**config.mk**
```make
export PLATFORM = sky130hd
export DESIGN_NAME = ctcs_ctrl
export DESIGN_NICKNAME = d
export VERILOG_FILES = /design/src/design/ctcs_pkg.sv /design/src/design/ctcs_ctrl.sv
export SDC_FILE = /design/constraint.sdc
export NUM_CORES = 1
export LEC_CHECK = 0
export BUFFER_PORTS_ARGS = -buffer_cell sky130_fd_sc_hd__clkbuf_2
export CAP_MARGIN = 40
export CORE_UTILIZATION = 50
export CTS_CLUSTER_SIZE = 20
export DETAILED_ROUTE_END_ITERATION = 10
export PLACE_DENSITY = 0.84
export RECOVER_POWER = 100
export SLEW_MARGIN = 20
export SYNTH_ARGS = -nofsm -noshare
export SYNTH_HDL_FRONTEND = slang
export SYNTH_SLANG_ARGS = --single-unit
```
**constraint.sdc**
```tcl
create_clock -name clk_i -period 1.5 [get_ports clk_i]
set_input_delay 0.075 -clock clk_i [delete_from_list [all_inputs] [get_ports clk_i]]
set_output_delay 0.075 -clock clk_i [all_outputs]
set_load 0.02 [all_outputs]
```
**src/design/ctcs_pkg.sv**
```systemverilog
// ----------------------------------------------------------------------------
// ctcs_pkg
// shared constants, codes and controller/datapath types of the contingency
// table chi-square unit
// ----------------------------------------------------------------------------
package ctcs_pkg;

  localparam int MAX_ROWS   = 16;
  localparam int MAX_COLS   = 16;
  localparam int COUNT_BITS = 32;
  localparam int FRAC_BITS  = 16;

  localparam int ROW_W   = $clog2(MAX_ROWS);
  localparam int COL_W   = $clog2(MAX_COLS);
  localparam int LINE_W  = (ROW_W > COL_W) ? ROW_W : COL_W;
  localparam int DIM_W   = 5;
  localparam int CELL_AW = ROW_W + COL_W;
  localparam int CELLS   = MAX_ROWS * MAX_COLS;
  localparam int K_W     = $clog2(MAX_ROWS + MAX_COLS);

  localparam int CNT_W   = COUNT_BITS;
  localparam int PROD_W  = 2 * CNT_W;
  localparam int SQ_W    = 2 * PROD_W;
  localparam int NUM_W   = SQ_W + FRAC_BITS;
  localparam int DEN_W   = 3 * CNT_W;
  localparam int CHI_W   = 56;
  localparam int MINE_W  = 48;
  localparam int QUO_W   = CHI_W;
  localparam int DIVC_W  = $clog2(NUM_W + 1);
  localparam int EMPTY_W = 9;
  localparam int KIND_W  = 3;
  localparam int FUNC_W  = 2;
  localparam int CFG_IDX_W = 2;
  localparam int CFG_W   = 32;
  localparam int OUT_CNT_W = 32;

  localparam logic [CNT_W-1:0]  CNT_MAX  = {CNT_W{1'b1}};
  localparam logic [CHI_W-1:0]  CHI_MAX  = {CHI_W{1'b1}};
  localparam logic [MINE_W-1:0] MINE_MAX = {MINE_W{1'b1}};

  localparam logic [FUNC_W-1:0] FN_CLEAR = 2'd0;
  localparam logic [FUNC_W-1:0] FN_PUSH  = 2'd1;
  localparam logic [FUNC_W-1:0] FN_CULL  = 2'd2;
  localparam logic [FUNC_W-1:0] FN_STAT  = 2'd3;

  localparam logic [KIND_W-1:0] RK_ACK  = 3'd0;
  localparam logic [KIND_W-1:0] RK_ROW  = 3'd1;
  localparam logic [KIND_W-1:0] RK_COL  = 3'd2;
  localparam logic [KIND_W-1:0] RK_DONE = 3'd3;
  localparam logic [KIND_W-1:0] RK_STAT = 3'd4;

  localparam logic [CFG_IDX_W-1:0] CFG_NUM_ROWS = 2'd0;
  localparam logic [CFG_IDX_W-1:0] CFG_NUM_COLS = 2'd1;
  localparam logic [CFG_IDX_W-1:0] CFG_MIN_CNT  = 2'd2;

  localparam logic [2:0] MS_LAST = 3'd4;

  localparam int OP_W = 5;
  localparam logic [OP_W-1:0] OP_NONE      = 5'd0;
  localparam logic [OP_W-1:0] OP_ACCEPT    = 5'd1;
  localparam logic [OP_W-1:0] OP_CLEAR     = 5'd2;
  localparam logic [OP_W-1:0] OP_PUSH      = 5'd3;
  localparam logic [OP_W-1:0] OP_CULL_ERR  = 5'd4;
  localparam logic [OP_W-1:0] OP_CULL_INIT = 5'd5;
  localparam logic [OP_W-1:0] OP_SCAN_INIT = 5'd6;
  localparam logic [OP_W-1:0] OP_SCAN_RD   = 5'd7;
  localparam logic [OP_W-1:0] OP_SCAN_NEXT = 5'd8;
  localparam logic [OP_W-1:0] OP_PICK      = 5'd9;
  localparam logic [OP_W-1:0] OP_DROP_RD   = 5'd10;
  localparam logic [OP_W-1:0] OP_DROP_SUB  = 5'd11;
  localparam logic [OP_W-1:0] OP_DROP_FIN  = 5'd12;
  localparam logic [OP_W-1:0] OP_CULL_DONE = 5'd13;
  localparam logic [OP_W-1:0] OP_STAT_INIT = 5'd14;
  localparam logic [OP_W-1:0] OP_ST_RD     = 5'd15;
  localparam logic [OP_W-1:0] OP_ST_OBS    = 5'd16;
  localparam logic [OP_W-1:0] OP_ST_ON     = 5'd17;
  localparam logic [OP_W-1:0] OP_ST_DIFF   = 5'd18;
  localparam logic [OP_W-1:0] OP_DIVM_GO   = 5'd19;
  localparam logic [OP_W-1:0] OP_MINE      = 5'd20;
  localparam logic [OP_W-1:0] OP_MSTEP     = 5'd21;
  localparam logic [OP_W-1:0] OP_DIVC_GO   = 5'd22;
  localparam logic [OP_W-1:0] OP_CHI       = 5'd23;
  localparam logic [OP_W-1:0] OP_STAT_EMIT = 5'd24;

  typedef struct packed {
    logic [OP_W-1:0] op;
  } cmd_t;

  typedef struct packed {
    logic out_free;
    logic push_err;
    logic degen;
    logic cull_more;
    logic cell_bad;
    logic scan_last;
    logic line_last;
    logic tbl_empty;
    logic n_zero;
    logic chi_go;
    logic ms_last;
    logic div_done;
  } stat_t;

endpackage

```
**src/design/ctcs_ctrl.sv**
```systemverilog
// ----------------------------------------------------------------------------
// ctcs_ctrl
// controller: sequences clear, push, cull and statistic items over the
// datapath
// ----------------------------------------------------------------------------
module ctcs_ctrl (
  input  logic                        clk_i,
  input  logic                        rst_ni,
  input  logic                        in_valid_i,
  output logic                        in_ready_o,
  input  logic [ctcs_pkg::FUNC_W-1:0] func_i,
  input  ctcs_pkg::stat_t             stat_i,
  output ctcs_pkg::cmd_t              cmd_o
);
  import ctcs_pkg::*;

  localparam logic [4:0] S_IDLE  = 5'd0;
  localparam logic [4:0] S_CLR   = 5'd1;
  localparam logic [4:0] S_PUSH  = 5'd2;
  localparam logic [4:0] S_CULL  = 5'd3;
  localparam logic [4:0] S_CTEST = 5'd4;
  localparam logic [4:0] S_SRD   = 5'd5;
  localparam logic [4:0] S_SCHK  = 5'd6;
  localparam logic [4:0] S_DRD   = 5'd7;
  localparam logic [4:0] S_DSUB  = 5'd8;
  localparam logic [4:0] S_DFIN  = 5'd9;
  localparam logic [4:0] S_CDONE = 5'd10;
  localparam logic [4:0] S_STAT  = 5'd11;
  localparam logic [4:0] S_TRD   = 5'd12;
  localparam logic [4:0] S_TOBS  = 5'd13;
  localparam logic [4:0] S_TON   = 5'd14;
  localparam logic [4:0] S_TDIFF = 5'd15;
  localparam logic [4:0] S_TDIVM = 5'd16;
  localparam logic [4:0] S_TDMW  = 5'd17;
  localparam logic [4:0] S_TMUL  = 5'd18;
  localparam logic [4:0] S_TDIVC = 5'd19;
  localparam logic [4:0] S_TDCW  = 5'd20;
  localparam logic [4:0] S_TNEXT = 5'd21;
  localparam logic [4:0] S_TEMIT = 5'd22;

  logic [4:0] state_q, state_d;

  assign in_ready_o = state_q == S_IDLE;

  always_comb begin
    state_d   = state_q;
    cmd_o.op  = OP_NONE;
    unique case (state_q)
      S_IDLE: begin
        if (in_valid_i) begin
          cmd_o.op = OP_ACCEPT;
          unique case (func_i)
            FN_CLEAR: state_d = S_CLR;
            FN_PUSH:  state_d = S_PUSH;
            FN_CULL:  state_d = S_CULL;
            default:  state_d = S_STAT;
          endcase
        end
      end
      S_CLR: begin
        if (stat_i.out_free) begin
          cmd_o.op = OP_CLEAR;
          state_d  = S_IDLE;
        end
      end
      S_PUSH: begin
        if (stat_i.out_free) begin
          cmd_o.op = OP_PUSH;
          state_d  = S_IDLE;
        end
      end
      S_CULL: begin
        if (stat_i.degen) begin
          if (stat_i.out_free) begin
            cmd_o.op = OP_CULL_ERR;
            state_d  = S_IDLE;
          end
        end else begin
          cmd_o.op = OP_CULL_INIT;
          state_d  = S_CTEST;
        end
      end
      S_CTEST: begin
        if (stat_i.cull_more) begin
          cmd_o.op = OP_SCAN_INIT;
          state_d  = S_SRD;
        end else begin
          state_d = S_CDONE;
        end
      end
      S_SRD: begin
        cmd_o.op = OP_SCAN_RD;
        state_d  = S_SCHK;
      end
      S_SCHK: begin
        priority if (stat_i.cell_bad) begin
          cmd_o.op = OP_PICK;
          state_d  = S_DRD;
        end else if (stat_i.scan_last) begin
          state_d = S_CDONE;
        end else begin
          cmd_o.op = OP_SCAN_NEXT;
          state_d  = S_SRD;
        end
      end
      S_DRD: begin
        cmd_o.op = OP_DROP_RD;
        state_d  = S_DSUB;
      end
      S_DSUB: begin
        cmd_o.op = OP_DROP_SUB;
        state_d  = stat_i.line_last ? S_DFIN : S_DRD;
      end
      S_DFIN: begin
        if (stat_i.out_free) begin
          cmd_o.op = OP_DROP_FIN;
          state_d  = S_CTEST;
        end
      end
      S_CDONE: begin
        if (stat_i.out_free) begin
          cmd_o.op = OP_CULL_DONE;
          state_d  = S_IDLE;
        end
      end
      S_STAT: begin
        cmd_o.op = OP_STAT_INIT;
        state_d  = stat_i.tbl_empty ? S_TEMIT : S_TRD;
      end
      S_TRD: begin
        cmd_o.op = OP_ST_RD;
        state_d  = S_TOBS;
      end
      S_TOBS: begin
        cmd_o.op = OP_ST_OBS;
        state_d  = S_TON;
      end
      S_TON: begin
        cmd_o.op = OP_ST_ON;
        state_d  = S_TDIFF;
      end
      S_TDIFF: begin
        cmd_o.op = OP_ST_DIFF;
        state_d  = stat_i.n_zero ? S_TNEXT : S_TDIVM;
      end
      S_TDIVM: begin
        cmd_o.op = OP_DIVM_GO;
        state_d  = S_TDMW;
      end
      S_TDMW: begin
        if (stat_i.div_done) begin
          cmd_o.op = OP_MINE;
          state_d  = stat_i.chi_go ? S_TMUL : S_TNEXT;
        end
      end
      S_TMUL: begin
        cmd_o.op = OP_MSTEP;
        if (stat_i.ms_last) begin
          state_d = S_TDIVC;
        end
      end
      S_TDIVC: begin
        cmd_o.op = OP_DIVC_GO;
        state_d  = S_TDCW;
      end
      S_TDCW: begin
        if (stat_i.div_done) begin
          cmd_o.op = OP_CHI;
          state_d  = S_TNEXT;
        end
      end
      S_TNEXT: begin
        if (stat_i.scan_last) begin
          state_d = S_TEMIT;
        end else begin
          cmd_o.op = OP_SCAN_NEXT;
          state_d  = S_TRD;
        end
      end
      S_TEMIT: begin
        if (stat_i.out_free) begin
          cmd_o.op = OP_STAT_EMIT;
          state_d  = S_IDLE;
        end
      end
      default: state_d = S_IDLE;
    endcase
  end

  always_ff @(posedge clk_i or negedge rst_ni) begin
    if (!rst_ni) begin
      state_q <= S_IDLE;
    end else begin
      state_q <= state_d;
    end
  end

endmodule

```
==> results of run 1 <==
-- per-stage QoR --
step | instance area (sq um) | utilization | setup TNS, ns
floorplan | 1250 | - | -0.128
global placement | 1750 | 0.782 | -1.79
detailed placement | 1750 | 0.782 | -2.30
CTS | 2000 | 0.897 | -3.62
-- cells by family after synthesis --
| kind of cell | after synthesis | synth area share |
|---|---|---|
| AO/OA/AOI/OAI | 66 | 0.397 |
| XOR/XNOR | 1 | 0.00739 |
| buffers and inverters | 20 | 0.100 |
| flip-flops | 5 | 0.105 |
| multiplexers | 5 | 0.0475 |
| AND/OR/NAND/NOR | 66 | 0.343 |
-- layer usage --
layer | track usage | overflow
met3 | 0.473 | 0
met5 | 0 | 0
met4 | 0.856 | 15
met1 | 0.751 | 0
met2 | 1.01 | 39
-- timing repair --
| action | 4_1_cts |
|---|---|
| buffers inserted | 10 |
| pin swaps | 12 |
| endpoints found under the hold margin | 5 |
| endpoints found under the setup margin | 11 |
| hold buffers | 1 |
| gates resized for setup | 38 |
==> impl_metrics.py, run 1 <==
metrics = {
    "status": {
        "status": "aborted with a tool error",
        "lastStage": "global routing",
        "tool.error": "[ERROR GRT-0232] Routing congestion too high. Check the congestion heatmap in the GUI.",
    },
    "global_routing": {
        "grt_use_total": 0.760,
        "grt_max_degree": 11,
        "grt-ovfl-total": 54,
    },
    "clocking": {
        "cts.path.max_buffers": 2,
        "numCtsBuffers": 3,
        "cts_root_buf": "clkbuf_4",
        "htreeDepth": 1,
        "cts.sinks": 5,
    },
    "yosys": {
        "ys_types": 61,
        "syn_nets": 180,
        "syn_area_sq_um": 1190,
        "synthesis.instances": 163,
        "synth_top_area_frac": 0.105,
        "ys_seq_area_frac": 0.105,
        "synth_top_flop_cell": "dfrtp_1",
        "synth.most_common_cell": "a21oi_1",
        "synth_area_leaders": "dfrtp_1 11%, a21oi_1 7.2%, nor2_1 4.7%, nand2_1 3.5%, buf_2 3.4%",
        "yosys-top-cells-count": "17 x a21oi_1, 15 x nor2_1, 11 x nand2_1",
        "synth_edf_count": 0,
        "ys_ff_latch": 5,
        "syn_area_per_cell_sq_um": 7.28,
        "yosys_warnings": 0,
        "async_reset_ff_frac": 1.00,
        "synth_top_cell_by_area": "dfrtp_1",
    },
    "placement": {
        "dp_worst_setup_slack_ns": -0.307,
        "port_buffers": 21,
        "place_inst": 258,
        "place_congestion": 1.13,
        "hpwlAfterDp_mm": 3.99,
    },
    "timing": {
        "worst-ep-kind": "output port",
        "crit_endpoint": "cmd_o[2]",
    },
    "floorplanning": {
        "rows": 17,
        "io_pins": 23,
        "initial_core_util": 0.531,
        "die_w_microns": 50.7,
        "die_y_microns": 50.7,
    },
}
==> inputs of run 2 (changes only) <==
CORE_AREA = 2 2 63 65   (was default)
CORE_UTILIZATION = default   (was 50)
CTS_CLUSTER_SIZE = default   (was 20)
DIE_AREA = 0 0 65 67   (was default)
PLACE_DENSITY = default   (was 0.84)
PLACE_DENSITY_LB_ADDON = 0.15   (was default)
clock period = 1.95 ns   (was 1.5 ns; I/O delays follow)
==> impl_metrics.py, run 2 <==
metrics = {
    "drt": {
        "via_per_inst": 5.81,
        "drtAntennaViolNets": 0,
        "drt_iter0_markers": 128,
        "wire_per_inst_microns": 17.0,
        "routed_wl_mm": 4.37,
        "vias": 1494,
        "drc_errors": 0,
        "first_pass_iters": 4,
    },
    "setup_path": {
        "worstRegToRegCells": 6,
        "arrival_ns": 1.82,
        "timing.rr.end": "state_q[0]",
        "endpoint_kind": "primary output",
        "start_kind": "flip-flop",
        "critPathKind": "flip-flop to primary output",
        "r2r_start": "state_q[2]",
        "worst-path-max-fanout": 8,
        "crit_required_ns": 1.85,
        "rrSetupSlack_ns": 0.09,
    },
    "clocking": {
        "clk_pin_slew_ns": 0.03,
        "cts_tree": "yes",
        "cts.sinks": 5,
        "cts_root_buf": "clkbuf_8",
        "clk_latency_ns": 0.22,
        "numCtsBuffers": 3,
        "htreeDepth": 1,
        "cts.path.max_buffers": 2,
    },
    "timing": {
        "slew-limit-headroom": 0.692,
        "fmax_mhz": 522,
        "hold_violations": 0,
        "drv_slew": 0,
        "finalCriticalPeriod_ns": 1.92,
        "fin_ws_ns": 0.0330,
        "fin_worst_skew_ns": 0.00197,
        "setup_viol": 0,
        "tightest_slew_ns": 0.463,
        "min_period_over_period": 0.983,
    },
    "placement": {
        "hpwlAfterDp_mm": 3.26,
        "place_congestion": 0.873,
        "place_inst": 240,
        "dp_worst_setup_slack_ns": 0.0250,
        "port_buffers": 21,
    },
    "yosys": {
        "ys_types": 61,
        "ys_seq_area_frac": 0.105,
        "async_reset_ff_frac": 1.00,
        "yosys_warnings": 0,
        "syn_nets": 180,
        "yosys-top-cells-count": "17 x a21oi_1, 15 x nor2_1, 11 x nand2_1",
        "synth_top_area_frac": 0.105,
        "synthesis.instances": 163,
        "synth_edf_count": 0,
        "synth_area_leaders": "dfrtp_1 11%, a21oi_1 7.2%, nor2_1 4.7%, nand2_1 3.5%, buf_2 3.4%",
        "synth.most_common_cell": "a21oi_1",
        "syn_area_sq_um": 1190,
        "synth_top_flop_cell": "dfrtp_1",
        "syn_area_per_cell_sq_um": 7.28,
        "ys_ff_latch": 5,
        "synth_top_cell_by_area": "dfrtp_1",
    },
    "global_routing": {
        "grt_pass1_vias": 1373,
        "antenna_found_initial": 0,
        "grt_use_total": 0.204,
        "grt-ovfl-total": 0,
        "grt_max_degree": 23,
        "grt_pass1_wl_mm": 6.85,
    },
    "finish": {
        "final_cell_mix": "33 x buf_4, 18 x clkbuf_2, 16 x a21oi_1",
        "fillers": 379,
        "final_common_cell": "buf_4",
        "largest_register": "state_q",
        "largest_reg_flops": 5,
        "fin_nets": 227,
        "finalNonFillerCells": 257,
        "reg_top3": "state_q (5)",
        "areaGrowthSynthToFinish_pct": 40.7,
        "drive_gt1_frac": 0.426,
        "diodes": 0,
    },
    "hold_path": {
        "holdPathStages": 3,
        "holdCritStartpoint": "stat_i[1]",
        "hold_class": "input pin to flip-flop",
        "hold_end": "state_q[1]",
    },
    "floorplanning": {
        "die_w_microns": 65,
        "die_area_sq_um": 4360,
        "initial_core_util": 0.329,
        "coreArea_sq_um": 3610,
        "die_y_microns": 67,
        "io_pins": 23,
        "rows": 22,
    },
    "power_and_ir_drop": {
        "power.total_mw": 2.69,
        "leakage_nw": 0.700,
        "ir_worst_vdd_v": 0.000937,
        "powerDensity_nw_per_um2": 1610,
    },
    "status": {
        "status": "finished, final reports clean",
    },
    "run": {
        "max-cap-violations": 0,
    },
}
## run 2: metrics by stage
stage / hold slack (ns) / utilization / setup TNS, ns / area [sq um]
floorplan: -0.198 / - / 0 / 1190
global placement: -0.0875 / 0.402 / 0 / 1450
detailed placement: -0.0837 / 0.402 / 0 / 1450
CTS: 0.172 / 0.429 / -0.00531 / 1550
global route: 0.194 / 0.463 / -0.0288 / 1670
finish: 0.169 / 0.463 / 0 / 1670
## run 2: area by class of cell
cell class,count,area (sq um),area share
Multi-Input combinational cell,138,1010,0.604
Clock buffer,4,45.0,0.0270
Timing Repair Buffer,57,407,0.244
Sequential cell,5,130,0.0780
Inverter,5,18.8,0.0112
Tap cell,48,60.1,0.0360
## run 2: cells by family (layout without fill, tap and decap cells)
kind of cell              Yosys count  in the layout  share of synthesized area
AOI/OAI and AO/OA                  66             66                      0.397
and+or+nand+nor                    66             66                      0.343
buffers and inverters              20             66                      0.100
muxes                               5              5                     0.0475
DFF                                 5              5                      0.105
xor gates and xnor gates            1              1                    0.00739
## run 2: critical path, cell delays in order, from the launching register on
cell and delay (ns):
dfrtp_2 0.46, buf_4 0.18, and3b_1 0.19, o21ai_2 0.13
a21oi_2 0.09, buf_4 0.14, a211o_1 0.23, buf_4 0.16
## run 2: report_power, final
part           leakage (nW)  internal, mW  switching [mW]  total (mW)
combinational         0.617          1.04            1.23        2.27
clock                0.0228         0.140          0.0462       0.186
sequential           0.0597         0.158          0.0770       0.235
## run 2: repair_timing
action	4_1_cts	5_1_grt
hold buffers	1	0
resized for setup	7	16
pin swaps	0	5
setup buffers	3	9
endpoints found under the hold margin	5	0
endpoints found under the setup margin	5	4
## run 2: per-layer routing
layer | wire length (microns) | track usage
met4 | 8 | 0.0665
met2 | 2180 | 0.343
met5 | 0 | 0
met1 | 1910 | 0.275
met3 | 274 | 0.0186
## run 2: worst max-delay path by stage
stage,start,end,slack (ns),cells after the start
final,state_q[1],cmd_o[1],0.03,7
after global routing,state_q[2],cmd_o[0],-0.02,7
after CTS,state_q[3],cmd_o[2],-0.003,7
after detailed placement,state_q[1],state_q[2],0.03,7
after global placement,state_q[1],state_q[2],0.04,7
after floorplan,state_q[4],cmd_o[2],0.21,6
No activity file was read; power rests on OpenSTA's default activity.
==> inputs of run 3 (changes only) <==
==> constraint.sdc (replaced) <==
create_clock -name clk_i -period 1.95 [get_ports clk_i]
set_input_delay 0.585 -clock clk_i [delete_from_list [all_inputs] [get_ports clk_i]]
set_output_delay 0.585 -clock clk_i [all_outputs]
set_load 0.02 [all_outputs]
==> impl_metrics.py, run 3 (synthesized netlist as in run 2, its figures left out) <==
metrics = {
    "status": {
        "status": "finished with violations",
        "violations": "setup timing",
    },
    "drt": {
        "routed_wl_mm": 4.96,
        "via_per_inst": 5.68,
        "drc_errors": 0,
        "first_pass_iters": 4,
        "vias": 1682,
        "drtAntennaViolNets": 0,
        "drt_iter0_markers": 130,
        "wire_per_inst_microns": 16.8,
    },
    "power_and_ir_drop": {
        "combPwrFrac": 0.873,
        "powerDensity_nw_per_um2": 1620,
        "seqPwrFrac": 0.072,
        "leakage_nw": 0.943,
        "swShare": 0.451,
        "power.total_mw": 3.41,
        "clkPwrFrac": 0.054,
        "ir_worst_vdd_v": 0.00103,
        "switching_power_mw": 1.54,
        "internal-power_mw": 1.87,
    },
    "finish": {
        "areaGrowthSynthToFinish_pct": 77.8,
        "reg_top3": "state_q (5)",
        "largest_reg_flops": 5,
        "largest_register": "state_q",
        "final_cell_mix": "63 x buf_4, 15 x clkbuf_2, 14 x nor2_1",
        "final_common_cell": "buf_4",
        "drive_gt1_frac": 0.569,
        "diodes": 0,
        "fin_nets": 266,
        "finalNonFillerCells": 296,
    },
    "setup_path": {
        "cp_cell_sequence": "buf_12 > and3b_1 > o21ai_2 > a21oi_2 > a221oi_2 > o31ai_4 > clkbuf_8",
        "slowest_delay_ns": 0.45,
        "arrival_ns": 1.79,
        "rrSetupSlack_ns": -0.11,
        "start_kind": "flip-flop",
        "slowest_stage": "dfrtp_2",
        "r2r_start": "state_q[3]",
        "worst-path-max-fanout": 5,
        "timing.rr.end": "state_q[0]",
        "critPathKind": "flip-flop to primary output",
        "worstRegToRegCells": 9,
        "endpoint_kind": "primary output",
        "crit_required_ns": 1.36,
    },
    "clocking": {
        "numCtsBuffers": 3,
        "clk_latency_ns": 0.22,
        "clk_pin_slew_ns": 0.03,
        "cts_root_buf": "clkbuf_8",
        "htreeDepth": 1,
        "cts_tree": "yes",
        "cts.path.max_buffers": 2,
        "cts.sinks": 5,
    },
    "global_routing": {
        "grt_pass1_wl_mm": 7.89,
        "grt_max_degree": 14,
        "grt_pass1_vias": 1686,
        "grt-ovfl-total": 0,
        "grt_use_total": 0.234,
        "antenna_found_initial": 0,
    },
    "timing": {
        "drv_slew": 0,
        "min_period_over_period": 1.22,
        "rsz0062_at_grt": "true",
        "setup_tns_ns": -2.27,
        "fmax_mhz": 421,
        "fin_worst_skew_ns": 0.000315,
        "setup_viol": 8,
        "hold_violations": 0,
        "finalCriticalPeriod_ns": 2.37,
        "fin_ws_ns": -0.423,
        "tightest_slew_ns": 0.464,
        "slew-limit-headroom": 0.688,
    },
    "run": {
        "max-cap-violations": 0,
    },
    "placement": {
        "dp_worst_setup_slack_ns": -0.344,
        "place_congestion": 0.917,
        "hpwlAfterDp_mm": 3.72,
        "place_inst": 284,
        "port_buffers": 21,
    },
    "floorplanning": {
        "die_w_microns": 65,
        "die_y_microns": 67,
        "die_area_sq_um": 4360,
        "rows": 22,
        "coreArea_sq_um": 3610,
        "initial_core_util": 0.329,
        "io_pins": 23,
    },
    "hold_path": {
        "hold_class": "input pin to async pin",
    },
}
==> run 3: cell count changes in the layout (fill, tap and decap cells not counted), moves of 2 or more <==
cell	before	now
buf_4	33	63
clkbuf_8	3	5
a21oi_2	1	5
clkbuf_2	18	15
a21oi_1	16	12
buf_6	1	10
==> run 3: cell type report <==
cell class              count  area (sq um)
inverters                   5          18.8
well taps                  48          60.1
repair buffers             96           792
clock buffers               4          45.0
fillers                   324          1500
flip-flops and latches      5           130
multi-input cells         138          1060
==> run 3: worst max-delay path by stage <==
stage                    start  endpoint  cells past startpoint
floorplan           stat_i[11]  cmd_o[1]                      5
global placement    stat_i[11]  cmd_o[1]                      7
detailed placement  stat_i[11]  cmd_o[1]                      7
CTS                 state_q[1]  cmd_o[2]                      7
global route        state_q[2]  cmd_o[2]                      7
finish              state_q[3]  cmd_o[2]                      7
==> run 3: power by group through the flow <==
stage / Clock [mW] / Combinational, mW / Sequential (mW)
3_5_place_dp: 0 / 2.51 / 0.226
4_1_cts: 0.194 / 2.83 / 0.237
3_3_place_gp: 0 / 2.50 / 0.225
6_report: 0.186 / 2.98 / 0.247
5_1_grt: 0.202 / 3.18 / 0.253
2_1_floorplan: 0 / 1.48 / 0.195
==> run 3: stage by stage <==
step | hold WS (ns) | utilization | instance area (sq um)
2_1_floorplan | 0.289 | - | 1260
3_3_place_gp | 0.400 | 0.509 | 1840
3_5_place_dp | 0.404 | 0.509 | 1840
4_1_cts | 0.172 | 0.569 | 2050
5_1_grt | 0.221 | 0.585 | 2110
6_report | 0.207 | 0.585 | 2110
==> run 3: worst max-delay path: cells and delay by family (launching register included) <==
family                 cells  cell delay (ns)
AO/OA/AOI/OAI              4             0.62
flip-flops                 1             0.45
buffers and inverters      2             0.32
AND/OR/NAND/NOR            1             0.17
==> run 3: routing by layer <==
metal  vias to the layer above  GRT usage  wire [microns]
met5                         -          0               0
met4                         0     0.0904             162
met3                        14     0.0186             264
met2                        74      0.416            2450
met1                       794      0.293            2090
li1                        800          -               -
==> run 3: what timing repair did <==
| item | in CTS | in global routing |
|---|---|---|
| resized for setup | 35 | 11 |
| buffers inserted | 7 | 1 |
| pin swaps | 14 | 8 |
| hold buffers | 0 | 0 |
| cloned | 0 | 1 |
| setup endpoints to repair | 10 | 10 |
